<file path="src/rtl/core/vcfb_pkg.sv">
// ----------------------------------------------------------------------------
// vcfb_pkg: shared types and constants of the VTX command frame builder
// Item and result formats, the queued command descriptor, frame constants
// and the CRC-8/DVB-S2 byte update.
// ----------------------------------------------------------------------------
package vcfb_pkg;

    // Opcodes of an input item
    localparam logic [1:0] OP_CHANNEL = 2'd0;
    localparam logic [1:0] OP_POWER   = 2'd1;
    localparam logic [1:0] OP_FREQ    = 2'd2;
    localparam logic [1:0] OP_UNUSED  = 2'd3;

    // Frame constants
    localparam logic [7:0]  SYNC1       = 8'hAA;
    localparam logic [7:0]  SYNC2       = 8'h55;
    localparam logic [7:0]  CMD_CHANNEL = 8'h07;
    localparam logic [7:0]  CMD_POWER   = 8'h05;
    localparam logic [7:0]  CMD_FREQ    = 8'h09;
    localparam logic [15:0] FREQ_MASK   = 16'h3FFF;
    localparam logic [15:0] PIT_BIT     = 16'h8000;
    localparam logic [7:0]  CRC_POLY    = 8'hD5;

    typedef struct packed {
        logic [1:0]  opcode;
        logic [7:0]  band;
        logic [7:0]  channel;
        logic [7:0]  power_level;
        logic [15:0] frequency_mhz;
        logic        pit_mode_flag;
    } t_item;

    typedef struct packed {
        logic [7:0] out_byte;
        logic       last_byte;
    } t_result;

    // One classified command: payload is one byte (pay0) or two (pay0, pay1)
    typedef struct packed {
        logic       two_byte;
        logic [7:0] cmd;
        logic [7:0] pay0;
        logic [7:0] pay1;
    } t_cmd_desc;

    typedef struct packed {
        logic      valid;
        t_cmd_desc desc;
    } t_q_wr;

    typedef struct packed {
        logic full;
        logic empty;
    } t_q_status;

    // CRC-8/DVB-S2, MSB first, one byte
    function automatic logic [7:0] crc8_feed(input logic [7:0] crc, input logic [7:0] b);
        logic [7:0] c;
        c = crc ^ b;
        for (int k = 0; k < 8; k++) begin
            if (c[7]) begin
                c = {c[6:0], 1'b0} ^ CRC_POLY;
            end else begin
                c = {c[6:0], 1'b0};
            end
        end
        return c;
    endfunction

endpackage

</file>
<file path="src/rtl/core/vcfb_front.sv">
// ----------------------------------------------------------------------------
// vcfb_front: item intake and command classification
// Accepts items, decodes the opcode into a command descriptor and holds it
// in one register until the command queue takes it. Unused opcodes are dropped.
// ----------------------------------------------------------------------------
module vcfb_front (
    input  logic               i_clk,
    input  logic               i_rst_n,
    input  logic               push,
    output logic               full,
    input  vcfb_pkg::t_item    i_item,
    input  vcfb_pkg::t_q_status i_q_status,
    output vcfb_pkg::t_q_wr    o_q_wr
);
    import vcfb_pkg::*;

    logic      r_valid;
    t_cmd_desc r_desc;
    t_cmd_desc n_desc;
    logic      n_keep;
    logic      take;
    logic [15:0] freq_word;

    assign full = r_valid & i_q_status.full;
    assign take = push & ~full;

    assign freq_word = (i_item.frequency_mhz & FREQ_MASK) |
                       (i_item.pit_mode_flag ? PIT_BIT : 16'h0000);

    always_comb begin
        n_desc = '0;
        n_keep = 1'b1;
        unique case (i_item.opcode)
            OP_CHANNEL: begin
                n_desc.two_byte = 1'b1;
                n_desc.cmd      = CMD_CHANNEL;
                n_desc.pay0     = i_item.band;
                n_desc.pay1     = i_item.channel;
            end
            OP_POWER: begin
                n_desc.two_byte = 1'b0;
                n_desc.cmd      = CMD_POWER;
                n_desc.pay0     = i_item.power_level;
            end
            OP_FREQ: begin
                n_desc.two_byte = 1'b1;
                n_desc.cmd      = CMD_FREQ;
                n_desc.pay0     = freq_word[15:8];
                n_desc.pay1     = freq_word[7:0];
            end
            default: begin
                n_keep = 1'b0;
            end
        endcase
    end

    always_ff @(posedge i_clk) begin
        if (!i_rst_n) begin
            r_valid <= 1'b0;
        end else if (take) begin
            r_valid <= n_keep;
        end else if (r_valid && !i_q_status.full) begin
            r_valid <= 1'b0;
        end
    end

    always_ff @(posedge i_clk) begin
        if (take) begin
            r_desc <= n_desc;
        end
    end

    assign o_q_wr.valid = r_valid;
    assign o_q_wr.desc  = r_desc;

endmodule

</file>
<file path="src/rtl/core/vcfb_cmd_queue.sv">
// ----------------------------------------------------------------------------
// vcfb_cmd_queue: command descriptor queue
// Small circular queue between the front end and the frame serializer.
// The head entry is shown while the queue is not empty.
// ----------------------------------------------------------------------------
module vcfb_cmd_queue #(
    parameter int DEPTH = 4
) (
    input  logic                 i_clk,
    input  logic                 i_rst_n,
    input  vcfb_pkg::t_q_wr      i_wr,
    input  logic                 i_rd,
    output vcfb_pkg::t_cmd_desc  o_head,
    output vcfb_pkg::t_q_status  o_status
);
    import vcfb_pkg::*;

    localparam int AW = (DEPTH > 1) ? $clog2(DEPTH) : 1;
    localparam int CW = $clog2(DEPTH + 1);

    t_cmd_desc       r_mem [DEPTH];
    logic [AW-1:0]   r_wr_ptr;
    logic [AW-1:0]   r_rd_ptr;
    logic [CW-1:0]   r_count;
    logic            wr_en;
    logic            rd_en;
    logic            is_full;
    logic            is_empty;

    assign is_full  = (r_count == CW'(DEPTH));
    assign is_empty = (r_count == '0);
    assign wr_en    = i_wr.valid & ~is_full;
    assign rd_en    = i_rd & ~is_empty;

    function automatic logic [AW-1:0] ptr_inc(input logic [AW-1:0] p);
        return (p == AW'(DEPTH - 1)) ? '0 : p + 1'b1;
    endfunction

    always_ff @(posedge i_clk) begin
        if (!i_rst_n) begin
            r_wr_ptr <= '0;
            r_rd_ptr <= '0;
            r_count  <= '0;
        end else begin
            if (wr_en) begin
                r_wr_ptr <= ptr_inc(r_wr_ptr);
            end
            if (rd_en) begin
                r_rd_ptr <= ptr_inc(r_rd_ptr);
            end
            if (wr_en && !rd_en) begin
                r_count <= r_count + 1'b1;
            end else if (rd_en && !wr_en) begin
                r_count <= r_count - 1'b1;
            end
        end
    end

    always_ff @(posedge i_clk) begin
        if (wr_en) begin
            r_mem[r_wr_ptr] <= i_wr.desc;
        end
    end

    assign o_head         = r_mem[r_rd_ptr];
    assign o_status.full  = is_full;
    assign o_status.empty = is_empty;

endmodule

</file>
<file path="src/rtl/core/vcfb_back.sv">
// ----------------------------------------------------------------------------
// vcfb_back: frame serializer
// Walks one command frame a byte per cycle unless pop holds the output, runs
// the CRC over length, command and payload, and presents bytes through an output register.
// ----------------------------------------------------------------------------
module vcfb_back (
    input  logic                 i_clk,
    input  logic                 i_rst_n,
    input  vcfb_pkg::t_cmd_desc  i_head,
    input  vcfb_pkg::t_q_status  i_q_status,
    output logic                 o_q_pop,
    output logic                 empty,
    input  logic                 pop,
    output vcfb_pkg::t_result    o_result
);
    import vcfb_pkg::*;

    // Byte positions within a frame
    localparam logic [2:0] BYTE_SYNC1     = 3'd0;
    localparam logic [2:0] BYTE_SYNC2     = 3'd1;
    localparam logic [2:0] BYTE_LEN       = 3'd2;
    localparam logic [2:0] BYTE_CMD       = 3'd3;
    localparam logic [2:0] BYTE_PAY0      = 3'd4;
    localparam logic [2:0] BYTE_PAY1      = 3'd5;
    localparam logic [2:0] BYTE_CRC_LONG  = 3'd6;

    logic       r_busy;
    t_cmd_desc  r_desc;
    logic [2:0] r_idx;
    logic [7:0] r_crc;
    logic       r_out_valid;
    t_result    r_out;

    logic       advance;
    logic       cur_valid;
    t_cmd_desc  cur;
    logic [2:0] cur_idx;
    logic [7:0] cur_crc;
    logic [7:0] data_byte;
    logic [7:0] emit_byte;
    logic       emit_last;
    logic [2:0] last_idx;
    logic [7:0] n_crc;

    assign advance   = ~r_out_valid | pop;
    assign cur_valid = r_busy | ~i_q_status.empty;
    assign cur       = r_busy ? r_desc : i_head;
    assign cur_idx   = r_busy ? r_idx : BYTE_SYNC1;
    assign cur_crc   = r_busy ? r_crc : 8'h00;
    assign last_idx  = cur.two_byte ? BYTE_CRC_LONG : BYTE_PAY1;
    assign emit_last = (cur_idx == last_idx);

    always_comb begin
        case (cur_idx)
            BYTE_SYNC1: data_byte = SYNC1;
            BYTE_SYNC2: data_byte = SYNC2;
            BYTE_LEN:   data_byte = {6'd0, cur.two_byte, ~cur.two_byte};
            BYTE_CMD:   data_byte = cur.cmd;
            BYTE_PAY0:  data_byte = cur.pay0;
            BYTE_PAY1:  data_byte = cur.pay1;
            default:    data_byte = 8'h00;
        endcase
    end

    assign emit_byte = emit_last ? cur_crc : data_byte;
    // CRC starts at the length byte; sync bytes leave it at zero
    assign n_crc = (cur_idx >= BYTE_LEN) ? crc8_feed(cur_crc, data_byte) : cur_crc;

    assign o_q_pop = advance & ~r_busy & ~i_q_status.empty;

    always_ff @(posedge i_clk) begin
        if (!i_rst_n) begin
            r_busy      <= 1'b0;
            r_out_valid <= 1'b0;
        end else if (advance) begin
            r_out_valid <= cur_valid;
            if (cur_valid) begin
                r_busy <= ~emit_last;
            end
        end
    end

    always_ff @(posedge i_clk) begin
        if (advance && cur_valid) begin
            r_desc          <= cur;
            r_idx           <= cur_idx + 1'b1;
            r_crc           <= n_crc;
            r_out.out_byte  <= emit_byte;
            r_out.last_byte <= emit_last;
        end
    end

    assign empty    = ~r_out_valid;
    assign o_result = r_out;

endmodule

</file>
<file path="src/rtl/core/vtx_command_frame_builder_top.sv">
// ----------------------------------------------------------------------------
// vtx_command_frame_builder_top: VTX command frame builder
// Turns video-transmitter commands into SmartAudio-style byte frames
// closed by a CRC-8/DVB-S2 byte.
// ----------------------------------------------------------------------------
// Usage:
//   Input channel: drive i_item and raise push; the item is taken at a rising
//   edge with push high and full low. Opcode 3 items are taken and dropped.
//   Result channel: while empty is low, o_result holds the oldest frame byte;
//   raise pop to take it. last_byte marks the CRC byte that closes a frame.
//   Frame: AA 55 len cmd payload crc, 6 bytes for set power, 7 otherwise.
//   Path: an item passes the front register, the command queue and the
//   output register of the serializer before its first byte shows.
//   Throughput: one byte per cycle while pop is high, 6 or 7 bytes per item;
//   the byte serializer in the back end sets this. Frames follow each other
//   without gaps, and the front end keeps taking items until the command
//   queue (QUEUE_DEPTH entries plus one front register) fills.
//   Reset: synchronous, active low; clears all queues, no byte pending.
//   Stall: with pop low the current byte holds, the serializer pauses, and
//   full rises once the queue and the front register are occupied.
// ----------------------------------------------------------------------------
module vtx_command_frame_builder_top #(
    parameter int QUEUE_DEPTH = 4
) (
    input  logic               i_clk,
    input  logic               i_rst_n,
    input  logic               push,
    output logic               full,
    input  vcfb_pkg::t_item    i_item,
    output logic               empty,
    input  logic               pop,
    output vcfb_pkg::t_result  o_result
);
    import vcfb_pkg::*;

    t_q_wr     q_wr;
    t_q_status q_status;
    t_cmd_desc q_head;
    logic      q_pop;

    // Classify items and hold one descriptor for the queue
    vcfb_front u_front (
        .i_clk      (i_clk),
        .i_rst_n    (i_rst_n),
        .push       (push),
        .full       (full),
        .i_item     (i_item),
        .i_q_status (q_status),
        .o_q_wr     (q_wr)
    );

    // Decouple intake from byte emission
    vcfb_cmd_queue #(
        .DEPTH (QUEUE_DEPTH)
    ) u_queue (
        .i_clk    (i_clk),
        .i_rst_n  (i_rst_n),
        .i_wr     (q_wr),
        .i_rd     (q_pop),
        .o_head   (q_head),
        .o_status (q_status)
    );

    // Serialize frames and compute the CRC
    vcfb_back u_back (
        .i_clk      (i_clk),
        .i_rst_n    (i_rst_n),
        .i_head     (q_head),
        .i_q_status (q_status),
        .o_q_pop    (q_pop),
        .empty      (empty),
        .pop        (pop),
        .o_result   (o_result)
    );

`ifndef SYNTH
    // An unused opcode never leaves a descriptor in the front register
    a_drop_unused: assert property (@(posedge i_clk) disable iff (!i_rst_n)
        (push && !full && i_item.opcode == OP_UNUSED) |=> !q_wr.valid)
        else $error("unused opcode reached the command queue");

    // Queue entries leave only through the serializer
    a_queue_hold: assert property (@(posedge i_clk) disable iff (!i_rst_n)
        (!q_status.empty && !q_pop) |=> !q_status.empty)
        else $error("command queue lost an entry");

    // Full and empty exclude each other
    a_queue_flags: assert property (@(posedge i_clk) disable iff (!i_rst_n)
        q_status.full |-> !q_status.empty)
        else $error("command queue full and empty at once");
`endif

endmodule

</file>
<file path="config.mk">
export PLATFORM = sky130hd
export DESIGN_NAME = vtx_command_frame_builder_top
export DESIGN_NICKNAME = d
export VERILOG_FILES = /design/src/rtl/core/vcfb_pkg.sv /design/src/rtl/core/vcfb_front.sv /design/src/rtl/core/vcfb_cmd_queue.sv /design/src/rtl/core/vcfb_back.sv /design/src/rtl/core/vtx_command_frame_builder_top.sv
export SDC_FILE = /design/constraint.sdc
export NUM_CORES = 1
export LEC_CHECK = 0
export ABC_CLOCK_PERIOD_IN_PS = 10400
export BUFFER_PORTS_ARGS = -buffer_cell sky130_fd_sc_hd__buf_2
export CORE_MARGIN = 2
export CORE_UTILIZATION = 65
export CTS_CLUSTER_DIAMETER = 200
export DETAILED_ROUTE_END_ITERATION = 7
export PLACE_DENSITY = 0.85
export SLEW_MARGIN = 20
export SYNTH_ARGS = -nofsm -noshare
export SYNTH_HDL_FRONTEND = slang
export SYNTH_SLANG_ARGS = --single-unit
</file>
<file path="constraint.sdc">
create_clock -name i_clk -period 10.4 [get_ports i_clk]
set_clock_uncertainty 0.1 [all_clocks]
set_input_delay 1.04 -clock i_clk [delete_from_list [all_inputs] [get_ports i_clk]]
set_output_delay 1.04 -clock i_clk [all_outputs]
set_load 0.01 [all_outputs]
</file>
# --- Yosys cells after proc, flatten, opt, wreduce, memory -nomap -nowiden ---
# Memory sizes are Yosys's and may differ from the RTL's. A register that Yosys moved wholly into a read port is not among the register bits.
# Cells that the tools add are included.
totals:
  n_memories: 1
  ramBits: 100
  output_inout_bits: 11
  ff_bits: 80
  elab_cells: 104
  inputBits: 47
op_classes:
  bitwise_logic: 25
  n_mux: 29
  n_addsub: 5
  n_eq_ne: 11
  n_reduce_logical: 14
  magnitude_cmp: 1
mem_list:
  columns: ["memory", "depth", "word_bits", "read_ports", "rd_clocked_by_memory_dff", "write_ports", "line", "source"]
  rows:
  - ["u_queue.r_mem", 4, 25, 1, 1, 1, "vcfb_cmd_queue.sv:21", "t_cmd_desc r_mem [DEPTH];"]
ops:
  columns: ["cell", "n"]
  rows:
  - ["8-bit two-way mux", 11]
  - ["17-bit one-hot mux with 3 select lines", 1]
  - ["8-bit one-hot mux with 6 select lines", 1]
  - ["5-bit inverter", 8]
  - ["25-bit two-way mux", 1]
  - ["16-bit two-way mux", 1]
  - ["14-bit by 16-bit bitwise OR with 16-bit output", 1]
  - ["8-bit one-hot mux with 2 select lines", 1]
  - ["2-bit two-way mux", 5]
  - ["3-bit == test (second input constant)", 3]
  - ["3-bit two-way mux", 3]
  - ["8-bit bitwise XOR", 1]
  - ["1-bit inverter", 7]
  - ["3-bit by 1-bit adder with 3-bit output (second input constant)", 2]
  - ["1-bit AND", 6]
  - ["2-bit == test (second input constant)", 3]
  - ["3-bit by 2-bit == test with 1-bit output (second input constant)", 2]
  - ["3-bit zero test", 2]
  - ["1-bit two-way mux", 5]
  - ["2-bit by 1-bit adder with 2-bit output (second input constant)", 2]
  - ["1-bit logical AND", 4]
  - ["2-bit nonzero test", 2]
  - ["3-bit by 1-bit == test with 1-bit output (second input constant)", 1]
  - ["3-bit == test", 1]
  - ["other kinds (8)", 11]

# --- Logic depth before layout (Yosys ltp) ---
# Gate-level depths: netlist (run 1).
logic_depth:
  ltp_word: 21
  ltp_mapped: 17
  ltp_nobuf: 11

# --- Hierarchy ---
# Synthesis (run 1) repeated with hierarchy kept, for this count alone.
hier_totals:
  cells_unflattened: 502
  area_unflattened_um2: 7912.6
modules_own_cells:
  columns: ["mod", "n_inst", "cells_per_inst", "area_per_inst_um2", "seq_area_each_um2"]
  rows:
  - ["vcfb_cmd_queue", 1, 184, 4146.5, 3183.1]
  - ["vcfb_back", 1, 244, 2735.1, 1391.3]
  - ["vcfb_front", 1, 74, 1031.0, 650.6]

# --- Worst setup path before layout (run 1) ---
# No wires, ideal clock.
synth_timing:
  path_type: "register to register"
  startpoint: "register u_back.r_busy"
  endpoint: "register u_back.r_crc[4], data pin"
  arrival_time_ns: 3.549
  path_stages_with_launch: 18
  setup_time_ns: 0.260
  synth_period_minus_slack_ns: 3.909
  n_path_buf: 6
  t_required_ns: 10.040
  slack_ns: 6.491
  cell_sequence: "dfxtp_1 buf_2 buf_2 buf_2 buf_1 clkbuf_1 nand2_1 nor2_1 ha_1 clkbuf_1 nand2_1 o2111ai_1 nor4b_2 xnor2_1 xnor3_1 xor3_1 xnor2_1 mux2i_1"
synth_via:
  elab_chain_len: 17
  elab_cells_between_ends: 30
  cone_classes: "order compare (1); eq/ne (5); mux (13); bitwise (10); reduce/logical (1)"
synth_lines:
  columns: ["item", "line", "source"]
  rows:
  - ["from (decl)", "vcfb_back.sv:27", "logic r_busy;"]
  - ["from (signal assigned)", "vcfb_back.sv:78", "r_busy <= ~emit_last;"]
  - ["3-bit two-way mux / 25-bit two-way mux (equally long branches)", "vcfb_back.sv:48, vcfb_back.sv:47", null]
  - ["3-bit == test (tied with other cells)", "vcfb_back.sv:54", "case (cur_idx)"]
  - ["8-bit one-hot mux with 6 select lines", "vcfb_back.sv:54", null]
  - ["8-bit bitwise XOR", "vcfb_pkg.sv:59", "c = crc ^ b;"]
  - ["8-bit two-way mux / 5-bit inverter (equally long branches)", null, null]
  - ["5-bit inverter (no source line) / 8-bit two-way mux (equally long branches)", null, null]
  - ["8-bit two-way mux / 5-bit inverter (equally long branches)", null, null]
  - ["5-bit inverter (no source line) / 8-bit two-way mux (equally long branches)", null, null]
  - ["8-bit two-way mux / 5-bit inverter (equally long branches) (3 in series)", null, null]
  - ["5-bit inverter (no source line) / 8-bit two-way mux (equally long branches)", null, null]
  - ["8-bit two-way mux / 5-bit inverter (equally long branches) (2 in series)", null, null]
  - ["5-bit inverter (no source line) / 8-bit two-way mux (equally long branches)", null, null]
  - ["8-bit two-way mux", "vcfb_pkg.sv:61", "if (c[7]) begin"]
  - ["8-bit two-way mux *", "vcfb_back.sv:67", "assign n_crc = (cur_idx >= BYTE_LEN) ? crc8_feed(cur_crc, data_byte) : cur_crc;"]
  - ["via u_back.n_crc[4]", "vcfb_back.sv:43", "logic [7:0] n_crc;"]
  - ["to (signal assigned)", "vcfb_back.sv:87", "r_crc <= n_crc;"]
  - ["to (decl)", "vcfb_back.sv:30", "logic [7:0] r_crc;"]
# Mark *: on every way through the listed nets, which the timed path passes. The rest lies on a longest branch.
# A chain may end at the register's enable or synchronous reset.

# --- Worst setup path in the final report (run 1) ---
# Ends and elaborated chain as after synthesis.

==> out/metrics.yaml, run 1 <==
status:
  outcome: "finished, final reports clean"
clock_tree:
  cts.sink_count: 162
  clkLatencyLatePin_ns: 0.42
  cts_htree_levels: 4
  cts_resized: 0
  cts_setup_buffers: 0
  clk_path_buf_depth: 2
  clock-root-buffer: "clkbuf_16"
  cts.clk_slew.worst_paths_ns: 0.06
  postCtsHoldBufs: 0
  numCtsBuffers: 17
  cts_tree: "yes"
drt:
  num_vias: 4623
  ant_nets: 0
  wirelength_um: 14900
  dr.first_iter.drc_count: 419
  via_per_inst: 6.12
  drtPass1Iterations: 6
  wl_per_cell_um: 19.7
  drcViolationCount: 0
yosys:
  synthFlopType: "edfxtp_1"
  synth_cell_types: 65
  synth_edf_count: 150
  synthTopCellsByArea: "edfxtp_1, mux4_2, nand2_1"
  synth-seq-cells: 162
  synth_area_leader_cell: "edfxtp_1"
  synthesis.area_mm2: 0.00743
  seq_area_frac_synth: 0.638
  netlist_instances: 550
  syn_avg_cell_area_um2: 13.5
  yosysTopAreaCellShare: 0.606
  yosysWarningCount: 0
  synthesis.nets: 605
  async_flop_share: 0
power_and_ir_drop:
  power.internal_mw: 1.69
  pwr-share-comb: 0.354
  peakVddDrop_mv: 0.366
  pwr-share-clk: 0.246
  power_mw: 2.58
  switching_power_uw: 887
  p_leak_nw: 3.08
  power_density_mw_per_mm2: 306
  p_sw_frac: 0.344
  power_frac_seq: 0.400
setup_path:
  worst_ep_required_time_ns: 10.47
  end_kind: "flip-flop"
  startpoint: "u_back.r_busy$_SDFFE_PN0P_"
  start_kind: "flip-flop"
  crit_arrival_ns: 4.08
  r2r_slack_ns: 6.39
  crit_type: "reg2reg"
  timing.rr.end: "u_back.r_crc[4]$_DFFE_PP_"
  worst-path-max-fanout: 62
  reg2reg_depth: 11
  crit_end: "u_back.r_crc[4]$_DFFE_PP_"
  r2r-start: "u_back.r_busy$_SDFFE_PN0P_"
flow_run:
  max_cap_violations: 0
floorplan:
  dieArea_mm2: 0.0123
  die_w_um: 111
  die_y_um: 111
  start_util: 0.660
  io-pin-count: 58
  num_rows: 39
  core-area_mm2: 0.0113
grt:
  grt_max_degree: 63
  grt.busiest_layer: "met2"
  grt_use_total: 0.253
  met2_usage: 0.424
  grt_pass1_vias: 4626
  grt_first_pass_wirelength_um: 23700
  antenna_found_initial: 0
  overflow: 0
  use_met3: 0.0574
  met1_usage: 0.322
timing:
  worstMarginPinSlew_ns: 1.20
  slew_violations: 0
  fin_crit_ns: 4.01
  fmax_mhz: 249
  rsz0062_at_grt: "false"
  setup_viol: 0
  period_share: 0.386
  setup_tns_ns: 0
  whs_ns: 0.391
  maxSlewHeadroom: 0.198
  hold_viol: 0
layout:
  fillers: 662
  layout.nets: 655
  syn2layout_area_growth_pct: 13.3
  layout_commonest_cell: "edfxtp_1"
  drive_gt1_frac: 0.204
  final_area_mm2: 0.00842
  mostFrequentLayoutCells: "edfxtp_1, nand2_1, buf_2, nor2_1, mux2i_1"
  n_antenna_cell: 0
  fin_cells: 756
hold_path:
  hold_depth: 0
  hp-class: "reg2reg"
place:
  hpwl_um: 9210
  port_buffers: 55
  gp_congestion: 0.884
  post-place-cells: 723
  dpl_cell_area_mm2: 0.00779
==> metal layers <==
layer  routed length [um]  vias up
li1                     -     2145
met4                  410        0
met2                 7440      211
met1                 6100     2223
met5                    0        -
met3                  933       44
==> registers in the layout, summed over array words and instances, names as in the netlist, named ones only <==
register / count
u_queue.r_rd_ptr: 2
u_queue.r_wr_ptr: 2
u_back.r_crc: 8
u_back.r_desc: 25
u_front.o_q_wr: 21
u_back.r_out_valid: 1
u_back.r_idx: 3
u_back.r_busy: 1
u_queue.r_count: 3
u_queue.r_mem: 84
u_back.o_result: 9
u_front.r_valid: 1
==> logic make-up (layout without fill, tap and decap cells) <==
| logic type | count (synthesis) | after routing | synth area share |
|---|---|---|---|
| adders and majority gates | 8 | 8 | 0.0145 |
| DFF | 162 | 162 | 0.638 |
| buffers and inverters | 41 | 104 | 0.0237 |
| and+or+nand+nor | 193 | 193 | 0.127 |
| muxes | 48 | 48 | 0.0954 |
| xor gates and xnor gates | 23 | 23 | 0.0338 |
| AOI/OAI and AO/OA | 75 | 75 | 0.0677 |
==> worst min path at each step <==
stage / from / endpoint / slack [ns]
floorplan: u_front.o_q_wr[0]$_DFFE_PP_ / u_queue.r_mem[0][0]$_DFFE_PP_ / 0.36
global placement: u_front.o_q_wr[24]$_DFFE_PP_ / u_queue.r_mem[3][24]$_DFFE_PP_ / 0.37
detailed placement: u_front.o_q_wr[7]$_DFFE_PP_ / u_queue.r_mem[0][7]$_DFFE_PP_ / 0.38
CTS: u_front.o_q_wr[7]$_DFFE_PP_ / u_queue.r_mem[3][7]$_DFFE_PP_ / 0.39
global route: u_front.o_q_wr[2]$_DFFE_PP_ / u_queue.r_mem[1][2]$_DFFE_PP_ / 0.40
finish: u_front.o_q_wr[2]$_DFFE_PP_ / u_queue.r_mem[3][2]$_DFFE_PP_ / 0.39
==> worst max-delay path, stage by stage, from the launching register on <==
cell and delay [ns]:
dfxtp_1 0.31, buf_4 0.49, nand2_1 0.14, nor2_1 0.13, ha_1 0.49, nand2_1 0.17
o2111a_1 0.21, a2111oi_4 0.53, xnor3_1 0.45, xor3_1 0.42, xnor2_1 0.19, mux2i_1 0.09
==> power by group through the flow <==
stage | Clock, mW | Combinational (mW) | Sequential (mW)
after floorplan | 0 | 0.737 | 0.995
after global placement | 0 | 0.868 | 1.03
after detailed placement | 0 | 0.901 | 1.04
after CTS | 0.641 | 0.912 | 1.03
after global routing | 0.665 | 0.998 | 1.05
final | 0.636 | 0.914 | 1.03
==> final cells by class <==
cell class | count | area, um2 | share of cell area
Sequential cell | 162 | 4740 | 0.563
Multi-Input combinational cell | 347 | 2530 | 0.301
Clock buffer | 17 | 425 | 0.0505
Timing Repair Buffer | 59 | 313 | 0.0371
Clock inverter | 15 | 181 | 0.0215
Tap cell | 143 | 179 | 0.0212
Inverter | 13 | 48.8 | 0.00579
==> synthesized netlist by cell type, drive strengths merged (6+ instances only) <==
library cell  number
xor2               7
nor3               6
a211oi             6
a21oi             14
dfxtp             12
edfxtp           150
xnor2             13
o21ai             26
nand2             94
mux2i             27
o22ai              6
mux4              18
and2              11
buf               13
ha                 7
clkbuf            15
inv               13
nor2              32
nor2b             13
==> through the flow <==
step	worst slack, ns	util
floorplan	6.49	-
global placement	6.58	0.691
detailed placement	6.46	0.691
CTS	6.44	0.745
global route	6.15	0.747
finish	6.39	0.747
Power figures use the tool's default switching activity.
==> run 2: changes to the inputs <==
--- a/config.mk
+++ b/config.mk
@@ -5,13 +5,13 @@
 export SDC_FILE = /design/constraint.sdc
 export NUM_CORES = 1
 export LEC_CHECK = 0
-export ABC_CLOCK_PERIOD_IN_PS = 10400
+export ABC_CLOCK_PERIOD_IN_PS = 3720
 export BUFFER_PORTS_ARGS = -buffer_cell sky130_fd_sc_hd__buf_2
 export CORE_MARGIN = 2
-export CORE_UTILIZATION = 65
+export CORE_UTILIZATION = 60
 export CTS_CLUSTER_DIAMETER = 200
 export DETAILED_ROUTE_END_ITERATION = 7
-export PLACE_DENSITY = 0.85
+export PLACE_DENSITY = 0.8
 export SLEW_MARGIN = 20
 export SYNTH_ARGS = -nofsm -noshare
 export SYNTH_HDL_FRONTEND = slang
==> constraint.sdc (replaced) <==
create_clock -name i_clk -period 3.72 [get_ports i_clk]
set_clock_uncertainty 0.1 [all_clocks]
set_input_delay 0.372 -clock i_clk [delete_from_list [all_inputs] [get_ports i_clk]]
set_output_delay 0.372 -clock i_clk [all_outputs]
set_load 0.01 [all_outputs]
==> run 2 against run 1 <==
Compared with the run above: total power rose to 2.8 times the previous value; sequential share of layout area fell by 0.35 points; combinational power rose to 2.9 times the previous value; clock power rose to 2.7 times the previous value; final cell count rose by 4.0%; hold slack got worse by 0.26 ns; die area rose by 8.0%; worst setup slack got worse by 6.0 ns; global-route usage fell by 1.5 points; highest routed layer unchanged.
==> out/metrics.yaml, run 2 (synthesis results as in run 1) <==
layout:
  drive_gt1_frac: 0.207  # +0.00320
  layout_commonest_cell: "edfxtp_1"
  final_area_mm2: 0.00848  # +0.62%
  fin_cells: 786  # +4.0%
  largest_reg_flops: 84  # unchanged
  n_antenna_cell: 0  # unchanged
  layout.nets: 662  # +1.1%
  mostFrequentLayoutCells: "edfxtp_1, nand2_1, buf_2, nor2_1, mux2i_1"
  syn2layout_area_growth_pct: 14.0
  top_register: "u_queue.r_mem"
clock_tree:
  clock-root-buffer: "clkbuf_16"
  numCtsBuffers: 17  # unchanged
  cts.clk_slew.worst_paths_ns: 0.06  # about the same
  cts_setup_buffers: 0  # unchanged
  cts.sink_count: 162  # unchanged
  postCtsHoldBufs: 0  # unchanged
  cts_tree: "yes"
  cts_htree_levels: 4  # unchanged
  clk_path_buf_depth: 2  # unchanged
  cts_resized: 0  # unchanged
  clkLatencyLatePin_ns: 0.43  # about the same
power_and_ir_drop:
  power_mw: 7.19  # +180%
  power_density_mw_per_mm2: 848  # +180%
  peakVddDrop_mv: 0.465  # +27%
  p_leak_nw: 3.11  # +0.91%
place:
  dp_worst_setup_slack_ns: 0.417  # -6.05 ns
  hpwl_um: 9100  # -1.3%
  gp_congestion: 0.856  # -3.1%
  dpl_cell_area_mm2: 0.00789  # +1.3%
  post-place-cells: 756  # +4.6%
  port_buffers: 55  # unchanged
floorplan:
  dieArea_mm2: 0.0133  # +8.0%
  io-pin-count: 58  # unchanged
  start_util: 0.616  # -0.0432
  die_w_um: 115  # +3.9%
  core-area_mm2: 0.0121  # +7.0%
  num_rows: 40  # +2.6%
  die_y_um: 115  # +3.9%
grt:
  overflow: 0  # unchanged
  grt_pass1_vias: 4506  # -2.6%
  grt_use_total: 0.237  # -0.0154
  antenna_found_initial: 0  # unchanged
  grt_max_degree: 61  # -3.2%
  grt_first_pass_wirelength_um: 23500  # -1.1%
drt:
  drcViolationCount: 0  # unchanged
  routed-wl-met3_um: 726  # -22%
  ant_nets: 0  # unchanged
  dr_wl_met2_um: 7390  # -0.65%
  wl_per_cell_um: 18.7  # -5.2%
  drtPass1Iterations: 5  # -1
  dr.first_iter.drc_count: 356  # -15%
  wirelength_um: 14700  # -1.4%
  top_layer: "met4"
  via_per_inst: 5.88  # -3.9%
  num_vias: 4619  # -0.087%
  wl_met1_um: 6180  # +1.4%
setup_path:
  worst-path-max-fanout: 60  # -3.2%
  start_kind: "flip-flop"
  crit_path_top_delay_cell: "a2111oi_4"
  path_delay_family: "XOR/XNOR gates"
  worst_ep_required_time_ns: 3.80  # -6.67 ns
  cpPeakStageDelay_ns: 0.55  # +0.02 ns
  crit_arrival_ns: 3.45  # -0.63 ns
  crit_buf_inv: 1  # unchanged
  r2r_slack_ns: 0.34  # -6.05 ns
  crit_type: "reg2reg"
  end_kind: "flip-flop"
  path_cells: "buf_4, nand3b_1, o2111a_1, a2111oi_4, xnor3_1, xor3_1, xnor2_1, mux2i_1"
hold_path:
  hp-class: "in2reg"
timing:
  worstMarginPinSlew_ns: 0.761  # -0.440 ns
  setup_slack_ns: 0.343  # -6.05 ns
  hold_viol: 0  # unchanged
  fmax_mhz: 296  # +19%
  rsz0062_at_grt: "false"
  fin_crit_ns: 3.38  # -0.633 ns
  setup_tns_ns: 0  # unchanged
  period_share: 0.908  # +0.522
  maxSlewHeadroom: 0.491  # +0.293
  slew_violations: 0  # unchanged
  setup_viol: 0  # unchanged
status:
  outcome: "finished, final reports clean"
flow_run:
  max_cap_violations: 0  # unchanged
[run 2: changes by cell type in the layout (fill, tap and decap cells not counted), sizes merged]
cell / change
inv: -2
buf: +7
clkinv: -2
clkinvlp: -1
clkbuf: +3
[run 2: per-stage QoR]
step                       util  hold slack (ns)
after floorplan               -            0.359
after global routing      0.703            0.148
final                     0.703            0.128
after detailed placement  0.654            0.380
after global placement    0.654            0.365
after CTS                 0.702            0.115
[run 2: power by group]
part	total (mW)	switching, mW	internal (mW)
Combinational	2.69	1.54	1.15
Clock	1.72	0.674	1.04
Sequential	2.78	0.219	2.56
Total	7.19	2.43	4.76
[run 2: metal layers]
metal / vias up / track usage
met5: - / 0
met4: 0 / 0.110
met3: 31 / 0.0464
met2: 164 / 0.385
met1: 2261 / 0.312
li1: 2163 / -
[run 2: worst paths after layout]
path	start	to	cells past startpoint
worst min-delay path	push	u_front.r_valid$_SDFFE_PN0P_	3
worst max-delay path	u_back.r_busy$_SDFFE_PN0P_	u_back.r_crc[4]$_DFFE_PP_	8
worst max register to register	u_back.r_busy$_SDFFE_PN0P_	u_back.r_crc[4]$_DFFE_PP_	8
worst min register to register	u_front.o_q_wr[3]$_DFFE_PP_	u_queue.r_mem[1][3]$_DFFE_PP_	0
[run 2: area by class of cell]
class                           instances  area (um2)
Tap cell                              168         210
Clock inverter                         10         136
Multi-Input combinational cell        347        2540
Sequential cell                       162        4740
Fill cell                             767        3580
Timing Repair Buffer                   66         358
Inverter                               13        48.8
Clock buffer                           20         437
[run 2: worst register-to-register path, cell delays in order (launching register included)]
cell	delay [ns]
dfxtp_1	0.36
buf_4	0.49
nand3b_1	0.18
o2111a_1	0.29
a2111oi_4	0.55
xnor3_1	0.46
xor3_1	0.43
xnor2_1	0.19
mux2i_1	0.09
==> run 3: changes to the inputs <==
--- a/config.mk
+++ b/config.mk
@@ -5,13 +5,13 @@
 export SDC_FILE = /design/constraint.sdc
 export NUM_CORES = 1
 export LEC_CHECK = 0
-export ABC_CLOCK_PERIOD_IN_PS = 3720
+export ABC_CLOCK_PERIOD_IN_PS = 4050
 export BUFFER_PORTS_ARGS = -buffer_cell sky130_fd_sc_hd__buf_2
 export CORE_MARGIN = 2
-export CORE_UTILIZATION = 60
+export CORE_UTILIZATION = 65
 export CTS_CLUSTER_DIAMETER = 200
 export DETAILED_ROUTE_END_ITERATION = 7
-export PLACE_DENSITY = 0.8
+export PLACE_DENSITY = 0.85
 export SLEW_MARGIN = 20
 export SYNTH_ARGS = -nofsm -noshare
 export SYNTH_HDL_FRONTEND = slang
==> constraint.sdc (replaced) <==
create_clock -name i_clk -period 4.05 [get_ports i_clk]
set_clock_uncertainty 0.1 [all_clocks]
set_input_delay 0.405 -clock i_clk [delete_from_list [all_inputs] [get_ports i_clk]]
set_output_delay 0.405 -clock i_clk [all_outputs]
set_load 0.01 [all_outputs]
==> run 3 against run 2 <==
Compared with the run above: die area down 7.4%; largest power group unchanged; routed wire length hardly changed; sequential share of layout area rose by 0.50 points; combinational power decreased by 8.2%; via count grew 0.45%; utilization increased by 4.3 points; largest cell class unchanged; first-iteration DRC count rose by 22%; clock-buffer cell count is 2 lower; critical path type unchanged; register-to-register slack improved by 0.05 ns.
==> out/metrics.yaml, run 3 (synthesis results as in run 1) <==
status:
  outcome: "finished, final reports clean"
drt:
  ant_nets: 0  # unchanged
  via_per_inst: 6.08  # +3.5%
  drcViolationCount: 0  # unchanged
  dr.first_iter.drc_count: 433  # +22%
  num_vias: 4640  # +0.45%
  wl_per_cell_um: 19.2  # +3.1%
  wirelength_um: 14700  # about the same
  drtPass1Iterations: 5  # unchanged
grt:
  grt_max_degree: 35  # -43%
  grt_use_total: 0.249  # +0.0113
  antenna_found_initial: 0  # unchanged
  overflow: 0  # unchanged
  grt_first_pass_wirelength_um: 23700  # +0.80%
  grt_pass1_vias: 4703  # +4.4%
layout:
  post-route-util: 0.745  # +0.0426
  n_antenna_cell: 0  # unchanged
  drive_gt1_frac: 0.208  # +0.000945
  largest_reg_flops: 84  # unchanged
  mostFrequentLayoutCells: "edfxtp_1, nand2_1, buf_2, nor2_1, mux2i_1"
  syn2layout_area_growth_pct: 13.0
  top_register: "u_queue.r_mem"
  layout.nets: 662  # unchanged
  layout_commonest_cell: "edfxtp_1"
power_and_ir_drop:
  power.internal_mw: 4.19  # -12%
  switching_power_mw: 2.30  # -5.5%
  power_density_mw_per_mm2: 773  # -8.9%
  p_sw_frac: 0.354  # +0.0156
  pwr-share-comb: 0.381  # +0.007
  power_frac_seq: 0.396  # +0.009
  p_leak_nw: 3.08  # -1.0%
  pwr-share-clk: 0.224  # -0.015
  peakVddDrop_mv: 0.815  # +75%
clock_tree:
  cts_htree_levels: 4  # unchanged
  cts_setup_buffers: 0  # unchanged
  cts.clk_slew.worst_paths_ns: 0.07  # about the same
  clk_path_buf_depth: 2  # unchanged
  cts_tree: "yes"
  cts.sink_count: 162  # unchanged
  clkLatencyLatePin_ns: 0.42  # about the same
  clock-root-buffer: "clkbuf_16"
  postCtsHoldBufs: 0  # unchanged
  numCtsBuffers: 17  # unchanged
  cts_resized: 0  # unchanged
setup_path:
  worst_ep_required_time_ns: 4.20  # +0.40 ns
  end_kind: "flip-flop"
  start_kind: "flip-flop"
  crit_arrival_ns: 3.81  # +0.36 ns
  worst-path-max-fanout: 34  # -43%
  crit_type: "reg2reg"
timing:
  period_share: 0.903  # -0.00468
  rsz0062_at_grt: "false"
  setup_tns_ns: 0  # unchanged
  worstMarginPinSlew_ns: 1.15  # +0.386 ns
  maxSlewHeadroom: 0.232  # -0.259
  fin_crit_ns: 3.66  # +0.281 ns
  setup_viol: 0  # unchanged
  fmax_mhz: 273  # -7.7%
  setup_slack_ns: 0.392  # +0.0494 ns
  slew_violations: 0  # unchanged
  hold_viol: 0  # unchanged
place:
  port_buffers: 55  # unchanged
  dp_worst_setup_slack_ns: 0.497  # +0.0799 ns
  gp_congestion: 0.913  # +6.7%
  hpwl_um: 9540  # +4.9%
floorplan:
  die_y_um: 111  # -3.8%
  dieArea_mm2: 0.0123  # -7.4%
  num_rows: 39  # -2.5%
  start_util: 0.660  # +0.0432
  die_w_um: 111  # -3.8%
  io-pin-count: 58  # unchanged
  core-area_mm2: 0.0113  # -6.5%
hold_path:
  hp-class: "in2reg"
flow_run:
  max_cap_violations: 0  # unchanged
==> run 3: cell types whose count changed in the layout (fill, tap and decap cells not counted), sizes merged <==
| cell | change |
|---|---|
| clkinv | +4 |
| bufinv | -3 |
| inv | +3 |
| clkbuf | -2 |
==> run 3: area by class of cell <==
type                       instances  area (um2)
inverter                          13        48.8
sequential                       162        4740
timing repair buffer              66         365
fill                             653        2870
multi-input combinational        347        2530
tap                              143         179
clock buffer                      18         429
clock inverter                    14         108
==> run 3: routing by layer <==
layer,part of all wire,vias up,global-route usage
li1,-,2161,-
met1,0.42,2273,0.319
met2,0.51,177,0.428
met3,0.053,29,0.0487
met4,0.020,0,0.0867
met5,0,-,0
==> run 3: worst max-delay path: stages, from the launching register on <==
cell and delay, ns:
dfxtp_1 0.57, buf_4 0.41, buf_4 0.31, nor2_1 0.11
a21boi_0 0.27, a2111oi_0 0.17, nor3_2 0.39, xor2_2 0.35
xnor3_1 0.29, or3_1 0.32, a21oi_1 0.19
==> run 3: final timing paths <==
path,startpoint,end,slack [ns],depth (start not counted)
worst min register to register,u_front.o_q_wr[9]$_DFFE_PP_,u_queue.r_mem[3][9]$_DFFE_PP_,0.40,0
worst min-delay path,i_item[0],u_front.o_q_wr[15]$_DFFE_PP_,0.17,3
worst max-delay path,u_back.r_busy$_SDFFE_PN0P_,u_back.r_crc[5]$_DFFE_PP_,0.39,10
worst max register to register,u_back.r_busy$_SDFFE_PN0P_,u_back.r_crc[5]$_DFFE_PP_,0.39,10
==> run 3: stage by stage <==
stage	total power [mW]	cells	instance area, um2	hold slack (ns)
after floorplan	4.45	550	7430	0.359
after global placement	4.92	730	7850	0.365
after detailed placement	5.03	730	7850	0.383
after CTS	6.49	762	8380	0.152
after global routing	6.82	763	8400	0.176
final	6.49	763	8400	0.166
==> run 3: power groups by stage <==
stage | sequential (mW) | combinational, mW | clock, mW
final | 2.57 | 2.47 | 1.45
after global routing | 2.60 | 2.69 | 1.53
after CTS | 2.56 | 2.46 | 1.46
after detailed placement | 2.59 | 2.44 | 0
after global placement | 2.57 | 2.35 | 0
after floorplan | 2.55 | 1.89 | 0
